## src/sv/pcx_pkg.sv

```systemverilog
package pcx_pkg;

  localparam int unsigned PIX_W   = 8;
  localparam int unsigned ROW_W   = 16;
  localparam int unsigned COL_W   = 19;
  localparam int unsigned LINE_W  = 17;
  localparam int unsigned WIDTH_W = 17;
  localparam int unsigned BPL_W   = 16;
  localparam int unsigned RUN_W   = 6;
  localparam int unsigned CNT_W   = 4;
  localparam int unsigned CFG_IDX_W  = 3;
  localparam int unsigned CFG_DATA_W = 17;
  localparam int unsigned TDATA_OUT_W = 48;

  // register indexes
  localparam logic [CFG_IDX_W-1:0] REG_PIXEL_DEPTH    = 3'd0;
  localparam logic [CFG_IDX_W-1:0] REG_RLE_ENABLE     = 3'd1;
  localparam logic [CFG_IDX_W-1:0] REG_IMAGE_WIDTH    = 3'd2;
  localparam logic [CFG_IDX_W-1:0] REG_IMAGE_HEIGHT   = 3'd3;
  localparam logic [CFG_IDX_W-1:0] REG_BYTES_PER_LINE = 3'd4;

  localparam logic [PIX_W-1:0] RUN_MARK = 8'hC0;
  localparam logic [PIX_W-1:0] RUN_MASK = 8'h3F;

  typedef enum logic {
    ST_IDLE,
    ST_RUN
  } state_t;

  // position step computed for one pixel group
  typedef struct packed {
    logic [CNT_W-1:0]  vis;
    logic [COL_W-1:0]  col_next;
    logic [LINE_W-1:0] line_next;
    logic              eoi;
  } grp_step_t;

endpackage

```

## src/sv/pcx_grp.sv

```systemverilog
module pcx_grp (
  input  logic [1:0]                    pixel_depth,
  input  logic [pcx_pkg::WIDTH_W-1:0]   image_width,
  input  logic [pcx_pkg::LINE_W-1:0]    image_height,
  input  logic [pcx_pkg::BPL_W-1:0]     bytes_per_line,
  input  logic [pcx_pkg::COL_W-1:0]     col,
  input  logic [pcx_pkg::LINE_W-1:0]    line,
  output pcx_pkg::grp_step_t            step
);
  import pcx_pkg::*;

  logic [CNT_W-1:0]   ppb;
  logic [COL_W-1:0]   len_bytes;
  logic [COL_W-1:0]   line_len;
  logic [COL_W:0]     next_col;
  logic [WIDTH_W-1:0] diff;
  logic [LINE_W:0]    line_inc;

  always_comb begin
    ppb       = 4'd8 >> pixel_depth;
    len_bytes = {3'b000, bytes_per_line} << (2'd3 - pixel_depth);
    line_len  = ({2'b00, image_width} > len_bytes) ? {2'b00, image_width} : len_bytes;
    next_col  = {1'b0, col} + {{(COL_W-3){1'b0}}, ppb};
    diff      = image_width - col[WIDTH_W-1:0];
    line_inc  = {1'b0, line} + {{LINE_W{1'b0}}, 1'b1};

    step.vis = '0;
    if (col < {2'b00, image_width}) begin
      step.vis = (diff > {{(WIDTH_W-CNT_W){1'b0}}, ppb}) ? ppb : diff[CNT_W-1:0];
    end

    step.eoi       = 1'b0;
    step.col_next  = next_col[COL_W-1:0];
    step.line_next = line;
    if (next_col >= {1'b0, line_len}) begin
      step.col_next = '0;
      if (line_inc >= {1'b0, image_height}) begin
        step.line_next = '0;
        step.eoi       = 1'b1;
      end else begin
        step.line_next = line_inc[LINE_W-1:0];
      end
    end
  end

endmodule

```

## src/sv/pcx_rle_pixel_decoder_core.sv

```systemverilog
// Channel  Dir  Payload (low bit up)                              Marks
// s_*      in   tdata: data_byte[7:0]                             -
// m_*      out  tdata: row, column, pixel_byte, pixel_count, 0s   tlast=last_of_run,
//                                                                 tuser=end_of_image
// cfg_*    in   index 0..4, data up to 17 bits                    -
//
// A request is accepted only while the sequencer is idle. A literal byte
// loads its one result once the output is free, and no new byte is taken until
// then. A run byte of count n loads n results, one per cycle while m_tready
// does not stall, and holds s_tready low until its last result is loaded.
// A run header or the value byte of an empty run produces no result and
// leaves the sequencer idle. Synchronous reset restores the register defaults and
// row 0, column 0.
module pcx_rle_pixel_decoder_core (
  input  logic                             clk,
  input  logic                             rst,
  input  logic                             s_tvalid,
  output logic                             s_tready,
  input  logic [7:0]                       s_tdata,   // data_byte[7:0]
  output logic                             m_tvalid,
  input  logic                             m_tready,
  output logic [pcx_pkg::TDATA_OUT_W-1:0]  m_tdata,   // row[15:0], column[31:16],
                                                      // pixel_byte[39:32],
                                                      // pixel_count[43:40], zero pad
  output logic                             m_tlast,
  output logic                             m_tuser,   // end_of_image[0]
  input  logic                             cfg_wr_en,
  input  logic [pcx_pkg::CFG_IDX_W-1:0]    cfg_index,
  input  logic [pcx_pkg::CFG_DATA_W-1:0]   cfg_data
);
  import pcx_pkg::*;

  logic [1:0]          pixel_depth;
  logic                rle_enable;
  logic [WIDTH_W-1:0]  image_width;
  logic [LINE_W-1:0]   image_height;
  logic [BPL_W-1:0]    bytes_per_line;

  state_t              state, state_next;
  logic [COL_W-1:0]    pixel_column;
  logic [LINE_W-1:0]   line_index;
  logic                count_pending;
  logic [RUN_W-1:0]    pending_count;
  logic [RUN_W-1:0]    run_left;
  logic [PIX_W-1:0]    run_byte;

  logic                in_take;
  logic                is_header;
  logic                out_free;
  logic                load;
  logic                last;
  logic [RUN_W-1:0]    run_len;
  grp_step_t           step;

  logic [ROW_W-1:0]    out_row;
  logic [ROW_W-1:0]    out_col;
  logic [PIX_W-1:0]    out_byte;
  logic [CNT_W-1:0]    out_cnt;

  // configuration registers
  always_ff @(posedge clk) begin
    if (rst) begin
      pixel_depth    <= 2'd3;
      rle_enable     <= 1'b1;
      image_width    <= 17'd640;
      image_height   <= 17'd480;
      bytes_per_line <= 16'd640;
    end else if (cfg_wr_en) begin
      case (cfg_index)
        REG_PIXEL_DEPTH:    pixel_depth    <= cfg_data[1:0];
        REG_RLE_ENABLE:     rle_enable     <= cfg_data[0];
        REG_IMAGE_WIDTH:    image_width    <= cfg_data[WIDTH_W-1:0];
        REG_IMAGE_HEIGHT:   image_height   <= cfg_data[LINE_W-1:0];
        REG_BYTES_PER_LINE: bytes_per_line <= cfg_data[BPL_W-1:0];
        default: ;
      endcase
    end
  end

  pcx_grp u_grp (
    .pixel_depth    (pixel_depth),
    .image_width    (image_width),
    .image_height   (image_height),
    .bytes_per_line (bytes_per_line),
    .col            (pixel_column),
    .line           (line_index),
    .step           (step)
  );

  assign in_take   = s_tvalid && s_tready;
  assign is_header = rle_enable && !count_pending && ((s_tdata & RUN_MARK) == RUN_MARK);
  assign out_free  = !m_tvalid || m_tready;
  assign load      = (state == ST_RUN) && out_free;
  assign last      = (run_left == {{(RUN_W-1){1'b0}}, 1'b1});

  always_comb begin
    if (rle_enable && count_pending) begin
      run_len = pending_count;
    end else begin
      run_len = {{(RUN_W-1){1'b0}}, 1'b1};
    end
  end

  // next state
  always_comb begin
    state_next = state;
    case (state)
      ST_IDLE: begin
        if (in_take && !is_header && (run_len != '0)) begin
          state_next = ST_RUN;
        end
      end
      ST_RUN: begin
        if (load && last) begin
          state_next = ST_IDLE;
        end
      end
      default: state_next = ST_IDLE;
    endcase
  end

  // outputs of the sequencer
  always_comb begin
    case (state)
      ST_IDLE: s_tready = 1'b1;
      ST_RUN:  s_tready = 1'b0;
      default: s_tready = 1'b0;
    endcase
  end

  always_ff @(posedge clk) begin
    if (rst) begin
      state         <= ST_IDLE;
      count_pending <= 1'b0;
      pending_count <= '0;
      pixel_column  <= '0;
      line_index    <= '0;
      run_left      <= '0;
      m_tvalid      <= 1'b0;
    end else begin
      state <= state_next;
      if (in_take) begin
        if (is_header) begin
          count_pending <= 1'b1;
          pending_count <= s_tdata[RUN_W-1:0] & RUN_MASK[RUN_W-1:0];
        end else begin
          count_pending <= 1'b0;
          pending_count <= '0;
          run_left      <= run_len;
        end
      end
      if (load) begin
        // advance the position and count down the run
        pixel_column <= step.col_next;
        line_index   <= step.line_next;
        run_left     <= run_left - {{(RUN_W-1){1'b0}}, 1'b1};
        m_tvalid     <= 1'b1;
      end else if (m_tready) begin
        m_tvalid <= 1'b0;
      end
    end
  end

  always_ff @(posedge clk) begin
    if (in_take) begin
      run_byte <= s_tdata;
    end
    if (load) begin
      out_row  <= line_index[ROW_W-1:0];
      out_col  <= pixel_column[ROW_W-1:0];
      out_byte <= run_byte;
      out_cnt  <= step.vis;
      m_tlast  <= last;
      m_tuser  <= step.eoi;
    end
  end

  assign m_tdata = {4'b0000, out_cnt, out_byte, out_col, out_row};

  // a run in progress always has groups left
  a_run_nonzero: assert property (@(posedge clk) disable iff (rst)
    (state == ST_RUN) |-> (run_left != '0))
    else $error("run active with no groups left");

  // the final group of a run returns the sequencer to idle
  a_last_idle: assert property (@(posedge clk) disable iff (rst)
    (load && last) |=> (state == ST_IDLE) && m_tvalid && m_tlast)
    else $error("run did not close after its last group");

  // end of image wraps the position to the origin
  a_eoi_wrap: assert property (@(posedge clk) disable iff (rst)
    (load && step.eoi) |=> (line_index == '0) && (pixel_column == '0))
    else $error("position not reset at end of image");

  // visible pixel count never exceeds one byte
  a_vis_range: assert property (@(posedge clk) disable iff (rst)
    m_tvalid |-> (m_tdata[43:40] <= 4'd8))
    else $error("pixel count out of range");

endmodule

```

## config.mk

```make
export PLATFORM = sky130hd
export DESIGN_NAME = pcx_rle_pixel_decoder_core
export DESIGN_NICKNAME = d
export VERILOG_FILES = /design/src/sv/pcx_pkg.sv /design/src/sv/pcx_grp.sv /design/src/sv/pcx_rle_pixel_decoder_core.sv
export SDC_FILE = /design/constraint.sdc
export NUM_CORES = 1
export LEC_CHECK = 0
export BUFFER_PORTS_ARGS = -buffer_cell sky130_fd_sc_hd__buf_2
export CAP_MARGIN = 10
export CORE_UTILIZATION = 57
export CTS_CLUSTER_SIZE = 8
export DETAILED_ROUTE_END_ITERATION = 8
export PLACE_DENSITY = 0.74
export SLEW_MARGIN = 25
export SYNTH_ARGS = -nofsm -noshare
export SYNTH_HDL_FRONTEND = slang
export SYNTH_SLANG_ARGS = --single-unit
```

## constraint.sdc

```tcl
create_clock -name clk -period 13.75 [get_ports clk]
set_input_delay 2.75 -clock clk [delete_from_list [all_inputs] [get_ports clk]]
set_output_delay 2.75 -clock clk [all_outputs]
set_load 0.02 [all_outputs]
```

==> impl_metrics.json <==
{
  "cts_root_buffer": "clkbuf_16",
  "n_fill_cell": 1413,
  "ir_drop_uv": 88.1,
  "synth_top_family_by_area": "compound AO/OA/AOI/OAI gates",
  "drv_slew": 0,
  "power_leakage_nw": 4.46,
  "intPower_uw": 817,
  "gp_congestion": 0.939,
  "max_slew.worst_pin.slew_ps": 1020,
  "p_clk_share_pct": 39.7,
  "port_buffers": 80,
  "hp-class": "flip-flop to flip-flop",
  "synth_top_area_share_pct": 21.5,
  "critical_path_required_ps": 14100,
  "die_w_um": 132,
  "cts_sinks": 158,
  "synth_cell_types": 70,
  "clk_latency_ps": 430,
  "critPathMaxStageDelay_ps": 910,
  "die_y_um": 132,
  "pwr-share-seq_pct": 44.5,
  "power_mw": 1.16,
  "p_sw_uw": 346,
  "yosysSeqAreaShare_pct": 38.2,
  "fin_crit_sh_pct": 43.4,
  "synth_area_per_cell_um2": 8.95,
  "nets": 1268,
  "netlist_top_cells_count": "nand2_1, a21oi_1, dfxtp_1",
  "combPwrFrac_pct": 15.7,
  "yosysMostFrequentCell": "nand2_1",
  "regArea_um2": 3700,
  "synthArstFlopShare_pct": 0,
  "diodes": 0,
  "cp_slowest_cell": "dfxtp_1",
  "ys_ff_latch": 158,
  "cp_num_buf_inv": 1,
  "rows": 47,
  "period_needed_ps": 5960,
  "antenna_found_initial": 0,
  "relSlewSlack_pct": 31.8,
  "clock-skew-final_ps": 9.40,
  "areaGrowthSynthToFinish_pct": 11.1,
  "cts_tree": "yes",
  "tns_ps": 0,
  "overflow": 0,
  "synthMuxAreaShare_pct": 4.77,
  "die_area_um2": 17500,
  "io_pins": 85,
  "synth_xor_area_share_pct": 3.35,
  "crit_family": "compound AO/OA/AOI/OAI gates",
  "postCtsSetupBuffers": 0,
  "cp-end-kind": "flip-flop",
  "syn_area_um2": 9690,
  "maxCapViolations": 0,
  "drcViolationCount": 0,
  "synth_fa_ha_area_share_pct": 12.9,
  "synthCells": 1082,
  "grt_pass1_wl_mm": 39.1,
  "drive_gt1_share_pct": 13.4,
  "coreArea_um2": 16600,
  "multi_input_area_um2": 5490,
  "floorplan.initialDensity_pct": 58.4,
  "cp_max_fo": 22,
  "clkTransAtPathRegs_ps": 70,
  "htree_levels": 4,
  "start_kind": "flip-flop",
  "synth.area.top_cells": "dfxtp_1, edfxtp_1, ha_1",
  "worstPathArrival_ps": 6310,
  "drtAntennaViolNets": 0,
  "hold_violations": 0,
  "rsz0062_at_grt": "false",
  "cellPowerDensity_nw_per_um2": 108,
  "cts_resized": 0,
  "grt_usage_pct": 28.4,
  "swShare_pct": 29.7,
  "num_vias": 8230,
  "max_freq_mhz": 168,
  "hold_buffers": 0,
  "status": "finished, final reports clean",
  "yosysTopAreaCell": "dfxtp_1",
  "grt_pass1_vias": 7525,
  "grt_max_degree": 79,
  "setup_viol_count_final": 0,
  "ys_warn_count": 0,
  "drt-wirelength-per-cell_um": 17.7,
  "first_pass_iters": 7,
  "synth_compound_area_share_pct": 18.0,
  "wl_mm": 24.2,
  "place_hpwl_mm": 17.8,
  "first_iter_violations": 800,
  "clockBufferDepth": 2,
  "synth-simple-area-share_pct": 17.5,
  "path_class": "flip-flop to flip-flop",
  "drt-vias-per-instance": 6.01,
  "synthFlopType": "dfxtp_1",
  "cts-buffers-inserted": 17,
  "synth_edf_count": 54,
  "crit_chain": "nor2b_1 > a22oi_1 > ha_1 > o21a_1 > o21a_1 > o211ai_1 > a21oi_1 > o21ai_0 > a211oi_2 > buf_4 > mux2_2 > ha_1 > nand2b_1 > a21o_1 > a211oi_1 > o211ai_1 > a2111o_1 > and2_1 > or4_1 > a31oi_1",
  "fin_util_pct": 64.9
}
[per-layer routing]
| layer | routed length [um] | vias up | track usage, % |
|---|---|---|---|
| met1 | 11600 | 3878 | 41.7 |
| met2 | 10600 | 311 | 43.0 |
| li1 | - | 4013 | - |
| met5 | 0 | - | 0 |
| met4 | 423 | 0 | 9.32 |
| met3 | 1600 | 28 | 3.58 |
[layout make-up]
| cell class | instances | area share (%) |
|---|---|---|
| flip-flops and latches | 158 | 34.4 |
| multi-input cells | 803 | 51.1 |
| clock buffers | 17 | 3.95 |
| well taps | 220 | 2.56 |
| repair buffers | 84 | 4.00 |
| clock inverters | 15 | 1.49 |
| inverters | 72 | 2.51 |
[registers in the layout (all words and copies together) (netlist names), 8 cells and up]
name	count
pixel_column	19
image_height	17
out_row	16
out_col	16
run_byte	8
line_index	17
out_byte	8
bytes_per_line	16
image_width	17
[power groups by stage]
stage               Sequential, mW  Combinational, mW  Clock [mW]
CTS                          0.518              0.182       0.468
detailed placement           0.528              0.180           0
global placement             0.528              0.178           0
global route                 0.520              0.201       0.486
floorplan                    0.538              0.119           0
finish                       0.518              0.183       0.462
[worst reg2reg max path, cell delays in order (launching register included)]
cell	delay, ps
dfxtp_1	910
nor2b_1	450
a22oi_1	220
ha_1	360
o21a_1	130
o21a_1	100
o211ai_1	80
a21oi_1	130
o21ai_0	110
a211oi_2	220
buf_4	270
mux2_2	380
ha_1	270
nand2b_1	140
a21o_1	180
a211oi_1	280
o211ai_1	180
a2111o_1	420
and2_1	400
or4_1	490
a31oi_1	180
[kinds of logic after synthesis]
group                      count (synthesis)
other                                      1
AOI/OAI and AO/OA                        270
buffers and inverters                    124
and+or+nand+nor                          350
DFF                                      158
xor gates and xnor gates                  37
adders and majority gates                 99
muxes                                     43
[final timing paths]
kind                  startpoint               to  slack [ps]  depth (start not counted)
hold / removal       run_byte[7]      out_byte[7]         430                          0
hold reg to reg      run_byte[7]      out_byte[7]         430                          0
setup / recovery  pixel_depth[1]  pixel_column[5]        7790                         20
setup reg to reg  pixel_depth[1]  pixel_column[5]        7790                         20
[through the flow]
stage	std cells	area (um^2)	hold WS (ps)	setup slack, ps
floorplan	1085	9700	400	8290
global placement	1337	10200	405	8010
detailed placement	1337	10200	405	7850
CTS	1369	10800	425	7820
global route	1369	10800	427	7390
finish	1369	10800	425	7790
[cell usage in the layout, fill, tap and decap left out, types with 13 or more instances in the layout]
master     Yosys  final
a22o_1        13     13
dfxtp_1      104    104
inv_1         72     71
nand2_1      164    164
a21oi_1      105    105
nand4_1       22     22
and3_1        16     16
nor2_1        35     34
edfxtp_1      54     54
nand3_1       31     31
o211ai_1      23     23
mux2i_1       18     18
nor3_1        21     21
ha_1          97     97
a21o_1        23     23
xnor2_1       25     25
o21ai_0       41     41
buf_2          7     80
clkbuf_16      0     17
mux2_2        25     25
Note: power is estimated with default switching activity, not from simulation.
